File: config.mk
export PLATFORM = sky130hd
export DESIGN_NAME = round_robin_dispatch_tracker
export DESIGN_NICKNAME = d
export VERILOG_FILES = /design/src/rtl/rrdt_pkg.sv /design/src/rtl/round_robin_dispatch_tracker.sv /design/src/rtl/rrdt_cell.sv
export SDC_FILE = /design/constraint.sdc
export NUM_CORES = 1
export LEC_CHECK = 0
export BUFFER_PORTS_ARGS = -buffer_cell sky130_fd_sc_hd__clkbuf_2
export CAP_MARGIN = 20
export CORE_MARGIN = 3
export CORE_UTILIZATION = 39
export CTS_CLUSTER_SIZE = 8
export DETAILED_ROUTE_END_ITERATION = 8
export GPL_TIMING_DRIVEN = 0
export PLACE_DENSITY = 0.62
export SLEW_MARGIN = 25
export SYNTH_ARGS = -nofsm -noshare
export SYNTH_HDL_FRONTEND = slang
export SYNTH_SLANG_ARGS = --single-unit
File: constraint.sdc
create_clock -name aclk -period 4.8 [get_ports aclk]
set_clock_uncertainty 0.1 [all_clocks]
set_input_delay 0.48 -clock aclk [delete_from_list [all_inputs] [get_ports aclk]]
set_output_delay 0.48 -clock aclk [all_outputs]
set_load 0.02 [all_outputs]
File: src/rtl/rrdt_pkg.sv
// Shared types and constants for the round-robin dispatch tracker.
// No dependencies; every other file imports this package.

package rrdt_pkg;

    // Operation codes carried in the func field
    localparam logic FUNC_SEND = 1'b0;
    localparam logic FUNC_RECV = 1'b1;

    // Result status codes
    localparam logic [1:0] STATUS_DONE = 2'd0;
    localparam logic [1:0] STATUS_NONE = 2'd1;
    localparam logic [1:0] STATUS_FAIL = 2'd2;
    localparam logic [1:0] STATUS_FULL = 2'd3;

    localparam int unsigned CFG_W    = 5;
    localparam int unsigned WORKER_W = 4;

    typedef struct packed {
        logic func;
        logic call_ok;
    } in_item_t;

    typedef struct packed {
        logic [WORKER_W-1:0] worker;
        logic [1:0]          status;
    } out_item_t;

    // Command broadcast from the sequencer to every cell
    typedef struct packed {
        logic load;   // place the token at the start cell
        logic shift;  // move the token one cell along
        logic inc;    // count up in the cell holding the token
        logic dec;    // count down in the cell holding the token
    } cell_cmd_t;

    // Flags a cell reports back
    typedef struct packed {
        logic wrap;   // token leaves the last cell in rotation
        logic hit;    // token here and count non-zero
        logic full;   // token here and count saturated
    } cell_flags_t;

    typedef enum logic [1:0] {
        ST_IDLE,
        ST_SCAN,
        ST_OUT
    } seq_state_t;

endpackage

File: src/rtl/round_robin_dispatch_tracker.sv
// Top level of the round-robin dispatch tracker: sequencer, result register
// and the row of worker cells. Depends on rrdt_pkg and rrdt_cell.

// The tracker takes one transfer at a time and returns exactly one result per
// transfer. A send is aimed at the worker under the send pointer: the token is
// placed on that cell, the send is decided, and the result is loaded into the
// output register once it is free. A receive walks a token along the row of
// worker cells, one cell per cycle, starting at the receive pointer, until it
// finds a worker with a non-zero count or has tried every worker in rotation.
// A stale pointer falls back to worker zero. A new transfer is accepted
// once the previous one has reached the output register, even while that
// result still waits to be taken. The worker count register is written over
// its own valid/ready channel, which is always ready; write it only while the
// block is idle. A count of zero acts as one and a count above MAX_WORKERS as
// MAX_WORKERS. Result worker indices are reported in four bits.

module round_robin_dispatch_tracker #(
    parameter int unsigned MAX_WORKERS = 16,
    parameter int unsigned COUNT_BITS  = 16
) (
    input  logic                          aclk,
    input  logic                          aresetn,
    // configuration write channel
    input  logic                          cfg_valid,
    output logic                          cfg_ready,
    input  logic [rrdt_pkg::CFG_W-1:0]    cfg_worker_count,
    // input channel
    input  logic                          s_valid,
    output logic                          s_ready,
    input  rrdt_pkg::in_item_t            s_data,
    // result channel
    output logic                          m_valid,
    input  logic                          m_ready,
    output rrdt_pkg::out_item_t           m_data
);
    import rrdt_pkg::*;

    localparam int unsigned IDX_W = (MAX_WORKERS > 1) ? $clog2(MAX_WORKERS) : 1;
    localparam int unsigned NW    = $clog2(MAX_WORKERS + 1);

    // ---------------------------------------------------------------
    // Configuration register
    // ---------------------------------------------------------------
    logic [CFG_W-1:0] cfg_reg;

    assign cfg_ready = 1'b1;

    always_ff @(posedge aclk) begin
        if (!aresetn) begin
            cfg_reg <= CFG_W'(1);
        end else if (cfg_valid) begin
            cfg_reg <= cfg_worker_count;
        end
    end

    // Effective worker count: clamp to the range one to MAX_WORKERS
    logic [NW-1:0]    n_eff;
    logic [IDX_W-1:0] last_idx;

    always_comb begin
        if (cfg_reg == '0) begin
            n_eff = NW'(1);
        end else if (32'(cfg_reg) > 32'(MAX_WORKERS)) begin
            n_eff = NW'(MAX_WORKERS);
        end else begin
            n_eff = NW'(cfg_reg);
        end
    end

    // Highest index in rotation; always below MAX_WORKERS so it fits
    logic [NW-1:0] n_minus_one;
    assign n_minus_one = n_eff - 1'b1;
    assign last_idx    = n_minus_one[IDX_W-1:0];

    // ---------------------------------------------------------------
    // Sequencer state
    // ---------------------------------------------------------------
    seq_state_t          state_reg,     state_next;
    logic                func_reg,      func_next;
    logic                ok_reg,        ok_next;
    logic [IDX_W-1:0]    idx_reg,       idx_next;
    logic [IDX_W-1:0]    steps_reg,     steps_next;
    logic [IDX_W-1:0]    send_ptr_reg,  send_ptr_next;
    logic [IDX_W-1:0]    recv_ptr_reg,  recv_ptr_next;
    logic [IDX_W-1:0]    res_idx_reg,   res_idx_next;
    logic [1:0]          res_stat_reg,  res_stat_next;
    out_item_t           m_data_reg,    m_data_next;
    logic                m_valid_reg,   m_valid_next;

    cell_cmd_t           cmd;
    logic [IDX_W-1:0]    start_idx;
    logic [IDX_W-1:0]    idx_adv;
    logic                any_hit;
    logic                any_full;
    logic                any_wrap;
    logic                s_fire;
    logic [IDX_W+WORKER_W-1:0] res_idx_wide;

    // ---------------------------------------------------------------
    // Row of worker cells
    // ---------------------------------------------------------------
    logic        [MAX_WORKERS-1:0] tok_chain;
    cell_flags_t [MAX_WORKERS-1:0] flags;
    logic        [MAX_WORKERS-1:0] wrap_vec;
    logic        [MAX_WORKERS-1:0] hit_vec;
    logic        [MAX_WORKERS-1:0] full_vec;

    for (genvar g = 0; g < MAX_WORKERS; g++) begin : g_cell
        logic tok_in;
        if (g == 0) begin : g_head
            // token leaving the last cell in rotation comes back here
            assign tok_in = any_wrap;
        end else begin : g_body
            assign tok_in = tok_chain[g-1];
        end

        rrdt_cell #(
            .CELL_INDEX (g),
            .IDX_W      (IDX_W),
            .COUNT_BITS (COUNT_BITS)
        ) u_cell (
            .aclk      (aclk),
            .aresetn   (aresetn),
            .cmd       (cmd),
            .start_idx (start_idx),
            .last_idx  (last_idx),
            .tok_in    (tok_in),
            .tok_out   (tok_chain[g]),
            .flags     (flags[g])
        );

        assign wrap_vec[g] = flags[g].wrap;
        assign hit_vec[g]  = flags[g].hit;
        assign full_vec[g] = flags[g].full;
    end

    assign any_wrap = |wrap_vec;
    assign any_hit  = |hit_vec;
    assign any_full = |full_vec;

    // ---------------------------------------------------------------
    // Next state and outputs
    // ---------------------------------------------------------------
    assign s_ready = (state_reg == ST_IDLE);
    assign s_fire  = s_valid && s_ready;

    // Step forward with wrap at the effective count
    assign idx_adv = (idx_reg == last_idx) ? '0 : idx_reg + 1'b1;

    // Start cell: the relevant pointer, or zero if it went stale
    always_comb begin
        if (s_data.func == FUNC_SEND) begin
            start_idx = (NW'(send_ptr_reg) < n_eff) ? send_ptr_reg : '0;
        end else begin
            start_idx = (NW'(recv_ptr_reg) < n_eff) ? recv_ptr_reg : '0;
        end
    end

    assign res_idx_wide = {{WORKER_W{1'b0}}, res_idx_reg};

    always_comb begin
        state_next    = state_reg;
        func_next     = func_reg;
        ok_next       = ok_reg;
        idx_next      = idx_reg;
        steps_next    = steps_reg;
        send_ptr_next = send_ptr_reg;
        recv_ptr_next = recv_ptr_reg;
        res_idx_next  = res_idx_reg;
        res_stat_next = res_stat_reg;
        m_data_next   = m_data_reg;
        m_valid_next  = m_valid_reg;
        cmd           = '0;

        // drop the result once the consumer takes it
        if (m_valid_reg && m_ready) begin
            m_valid_next = 1'b0;
        end

        unique case (state_reg)
            ST_IDLE: begin
                if (s_fire) begin
                    // latch the request and park the token on the start cell
                    func_next  = s_data.func;
                    ok_next    = s_data.call_ok;
                    idx_next   = start_idx;
                    steps_next = '0;
                    cmd.load   = 1'b1;
                    state_next = ST_SCAN;
                end
            end

            ST_SCAN: begin
                if (func_reg == FUNC_SEND) begin
                    res_idx_next = idx_reg;
                    state_next   = ST_OUT;
                    if (any_full) begin
                        res_stat_next = STATUS_FULL;
                    end else if (!ok_reg) begin
                        res_stat_next = STATUS_FAIL;
                    end else begin
                        res_stat_next = STATUS_DONE;
                        cmd.inc       = 1'b1;
                        send_ptr_next = idx_adv;
                    end
                end else begin
                    if (any_hit) begin
                        res_idx_next = idx_reg;
                        state_next   = ST_OUT;
                        if (!ok_reg) begin
                            res_stat_next = STATUS_FAIL;
                        end else begin
                            res_stat_next = STATUS_DONE;
                            cmd.dec       = 1'b1;
                            recv_ptr_next = idx_adv;
                        end
                    end else if (steps_reg == last_idx) begin
                        // every worker in rotation is empty
                        res_idx_next  = '0;
                        res_stat_next = STATUS_NONE;
                        state_next    = ST_OUT;
                    end else begin
                        // advance the token to the next worker
                        cmd.shift  = 1'b1;
                        idx_next   = idx_adv;
                        steps_next = steps_reg + 1'b1;
                    end
                end
            end

            ST_OUT: begin
                // hold the result until the output register is free
                if (!m_valid_reg || m_ready) begin
                    m_data_next.worker = res_idx_wide[WORKER_W-1:0];
                    m_data_next.status = res_stat_reg;
                    m_valid_next       = 1'b1;
                    state_next         = ST_IDLE;
                end
            end

            default: begin
                state_next = ST_IDLE;
            end
        endcase
    end

    // ---------------------------------------------------------------
    // Registers
    // ---------------------------------------------------------------
    always_ff @(posedge aclk) begin
        if (!aresetn) begin
            state_reg    <= ST_IDLE;
            send_ptr_reg <= '0;
            recv_ptr_reg <= '0;
            m_valid_reg  <= 1'b0;
        end else begin
            state_reg    <= state_next;
            send_ptr_reg <= send_ptr_next;
            recv_ptr_reg <= recv_ptr_next;
            m_valid_reg  <= m_valid_next;
        end
    end

    always_ff @(posedge aclk) begin
        func_reg     <= func_next;
        ok_reg       <= ok_next;
        idx_reg      <= idx_next;
        steps_reg    <= steps_next;
        res_idx_reg  <= res_idx_next;
        res_stat_reg <= res_stat_next;
        m_data_reg   <= m_data_next;
    end

    assign m_valid = m_valid_reg;
    assign m_data  = m_data_reg;

endmodule

File: src/rtl/rrdt_cell.sv
// One worker cell: holds the in-flight count for one worker and one token bit.
// Depends on rrdt_pkg.

module rrdt_cell #(
    parameter int unsigned CELL_INDEX = 0,
    parameter int unsigned IDX_W      = 4,
    parameter int unsigned COUNT_BITS = 16
) (
    input  logic                 aclk,
    input  logic                 aresetn,
    input  rrdt_pkg::cell_cmd_t  cmd,
    input  logic [IDX_W-1:0]     start_idx,
    input  logic [IDX_W-1:0]     last_idx,
    input  logic                 tok_in,
    output logic                 tok_out,
    output rrdt_pkg::cell_flags_t flags
);
    import rrdt_pkg::*;

    localparam logic [IDX_W-1:0] MY_IDX = IDX_W'(CELL_INDEX);

    logic                  tok_reg;
    logic                  tok_next;
    logic [COUNT_BITS-1:0] count_reg;
    logic [COUNT_BITS-1:0] count_next;
    logic                  is_last;

    assign is_last = (last_idx == MY_IDX);

    always_comb begin
        tok_next = tok_reg;
        if (cmd.load) begin
            tok_next = (start_idx == MY_IDX);
        end else if (cmd.shift) begin
            tok_next = tok_in;
        end
        count_next = count_reg;
        if (tok_reg && cmd.inc) begin
            count_next = count_reg + 1'b1;
        end else if (tok_reg && cmd.dec) begin
            count_next = count_reg - 1'b1;
        end
    end

    always_ff @(posedge aclk) begin
        if (!aresetn) begin
            tok_reg   <= 1'b0;
            count_reg <= '0;
        end else begin
            tok_reg   <= tok_next;
            count_reg <= count_next;
        end
    end

    // Hand the token on, unless this is the last cell in rotation
    assign tok_out    = tok_reg && !is_last;
    assign flags.wrap = tok_reg && is_last;
    assign flags.hit  = tok_reg && (count_reg != '0);
    assign flags.full = tok_reg && (count_reg == '1);

endmodule

==> qor.txt <==
Outcome - finished clean
Core area - 61800 um2
Vias in the first global route - 21.6k
Worst setup slack after layout - 0.105 ns
Chip Height - 256 um
Crit Path Class - flop to flop
Gr ovfl total - 0
Arrival @ worst endpoint - 5.05 ns
Max VDD drop - 246 uV
Top_reg_cell synth - dfxtp_1
CP endpoint - g_cell[11].u_cell.count_reg[15]$_SDFFE_PN0P_
Fillcell total - 6175
Crit. End Element - flop
Clock Tree Buf Depth - 3
Post-synth top area cell - dfxtp_1
Min-Delay Path Class - input port to flop
Vias/cell - 5.76
Post-synth EDFFs - 22
Core Util, Final - 45.3%
Total CTS buffers - 44
GP Congestion - 0.971
Placed insts - 4025
P&R area growth vs syn - 14.5%
TritonRoute pass-1 iters - 5
First-pass GRT wire length - 117000 um
Clock sinks - 310
Multi-input gate area - 18200 um2
R2r setup slk - 0.10 ns
Wire per inst - 18.4 um
Root Buffer - clkbuf_16
GRT Util Overall - 21.7%
Terminus of the critical flop-to-flop path - g_cell[11].u_cell.count_reg[15]$_SDFFE_PN0P_
Reg-to-Reg Start - g_cell[7].u_cell.tok_reg$_SDFFE_PN0P_
Worst-Margin Slew - 1.11 ns
Initial DRC Count - 1859
Clk slew on worst S/H paths - 0.05 ns
Nets@finish - 3520
Pleak - 10.7 nW
Startpoint Class - flop
ANT cells - 0
Num ports - 21
DRC violations left - 0
Synthesized instance count - 3170
Worst setup path startpoint - g_cell[7].u_cell.tok_reg$_SDFFE_PN0P_
Worst slack, placed - -1.43 ns
RSZ-0062 raised after global routing - yes
H-tree depth - 2
Synth async-reset ratio - 0%
Rel. slew slack - 25.2%
Max-slew violation count - 0
Pwr/cell area - 312 nW/um2
PortBufs - 18
DRT antenna net count - 0
Final setup TNS - 0 ns
CP required - 5.15 ns
Max Freq - 213 MHz
Synth top area cells - dfxtp_1 24%, ha_1 13%, nand2_1 8.2%
Row Count - 91
Worst-skew pair later-pin latency - 0.58 ns
Synthesized flop and latch total - 310
Area post-placement - 25600 um2
Sequential cell area - 6450 um2
TritonCTS clock tree - built
Detail Placement HPWL - 53700 um
Largest net degree at the start of global routing - 21
Overall routed net length - 75000 um
Initial antenna violation count - 0
Yosys cell types - 73
Max reg flops - 256
Die X - 256 um
Ys Warns - 0
R2r worst-path depth - 19
Vias - 23.5k
CP max FO - 16
Initial Utilization - 39.6%
Fin area - 28000 um2
Synthesized area per cell - 7.72 um2
Final setup viols - 0
Hold Vio Cnt, Final - 0
Die area - 65800 um2
Final Cycle Share - 97.8%
Non-filler cells in the finished layout - 4081
Layout cells sized above 1 - 11.2%
Max-cap viol count - 0
Netlist Area Pre-Place - 24500 um2
Share of the synthesized area in the top cell type - 23.6%
Post-synthesis net count - 3454
Tmin final - 4.70 ns
Sequential-to-total area share from yosys stat - 26.3%
-- final cells by class --
class | count | area share [%]
Multi-Input combinational cell | 2647 | 65.0
Sequential cell | 310 | 23.0
Clock buffer | 54 | 4.14
Tap cell | 837 | 3.74
Buffer | 97 | 2.00
Inverter | 115 | 1.54
Timing Repair Buffer | 21 | 0.509
-- timing repair --
| item | 4_1_cts | 5_1_grt |
|---|---|---|
| hold buffers | 0 | 0 |
| endpoints found under the hold margin | 0 | 0 |
| pin swaps | 2 | 16 |
| gates resized for setup | 95 | 151 |
| endpoints found under the setup margin | 183 | 64 |
| gates cloned | 0 | 1 |
| buffers inserted | 0 | 2 |
-- layout by cell type (no fill, tap or decap), types with 45 or more instances in the layout --
cell type and n:
a21oi_1 359, clkbuf_1 50, clkbuf_16 46, dfxtp_1 267, ha_1 228, inv_1 114
nand2_1 518, nand3_1 228, nand4_1 69, nor2_1 170, nor3_1 89, nor4_1 67
o21ai_0 45, or3_1 52, xnor2_1 132, xor2_1 49
-- per-stage QoR --
step                      hold slack, ns  total power [mW]
after floorplan                    0.300              5.02
after global placement             0.302              5.62
after detailed placement           0.305              5.63
after CTS                        0.00665              8.59
after global routing              0.0257              9.20
final                             0.0330              8.73
-- logic make-up (layout without fill, tap and decap cells) --
group	after synthesis	after routing	share of synthesized area, %
buf+inv	213	287	3.90
simple gates	1388	1388	26.9
xor+xnor	181	181	6.48
mux	25	25	1.04
other cells	1	1	0.0153
compound gates	780	780	21.0
flops	310	310	26.3
fa+ha+maj	272	272	14.4
-- cell usage after synthesis, drive strengths merged (68+ instances only) --
cell type  number
nand2         534
nor4           68
o21ai          71
ha            256
nand4          69
nor3          111
xnor2         132
nor2          173
dfxtp         288
nand3         229
a21oi         392
inv           115
-- how the worst min path moves through the flow --
| stage | slack, ns | end | start | cells past startpoint |
|---|---|---|---|---|
| detailed placement | 0.31 | m_data[3]$_DFFE_PP_ | res_idx_reg[1]$_DFFE_PP_ | 0 |
| global placement | 0.30 | m_data[4]$_DFFE_PP_ | res_idx_reg[2]$_DFFE_PP_ | 0 |
| finish | 0.03 | ok_reg$_DFFE_PP_ | s_data[0] | 1 |
| CTS | 0.007 | ok_reg$_DFFE_PP_ | s_data[0] | 1 |
| global route | 0.03 | ok_reg$_DFFE_PP_ | s_data[0] | 1 |
| floorplan | 0.30 | m_data[0]$_DFFE_PP_ | res_stat_reg[0]$_DFFE_PP_ | 0 |
-- routing by layer --
layer	wire, um	share of wire [%]	GRT usage, %	vias to the layer above
met5	49	0.065	0	-
met4	2750	3.7	7.91	2
met3	4600	6.1	3.30	155
met2	33300	44	34.7	629
met1	34300	46	29.6	11000
li1	-	-	-	11700
-- power by group --
group          switching [mW]  leakage (nW)  internal (mW)  total (mW)
logic                    1.63          7.57           1.21        2.84
clock network            1.20         0.565           1.66        2.86
registers               0.247          2.55           2.78        3.03
total                    3.07          10.7           5.65        8.73
-- worst max-delay path, cell delays in order, from the launching register on --
cell and delay (ns):
dfxtp_1 0.60, nand2_1 0.09, nor2_1 0.30, a22oi_1 0.11, and4_2 0.29, and3_1 0.18
buf_6 0.12, clkbuf_4 0.20, buf_12 0.20, buf_16 0.18, nand2_4 0.20, ha_1 0.32
a21oi_1 0.22, o2111ai_2 0.23, a2111oi_4 0.46, nor3_2 0.11, nor3_2 0.23, or4_1 0.14
o221a_2 0.16, o311ai_1 0.08
(Power assumes the default switching activity.)
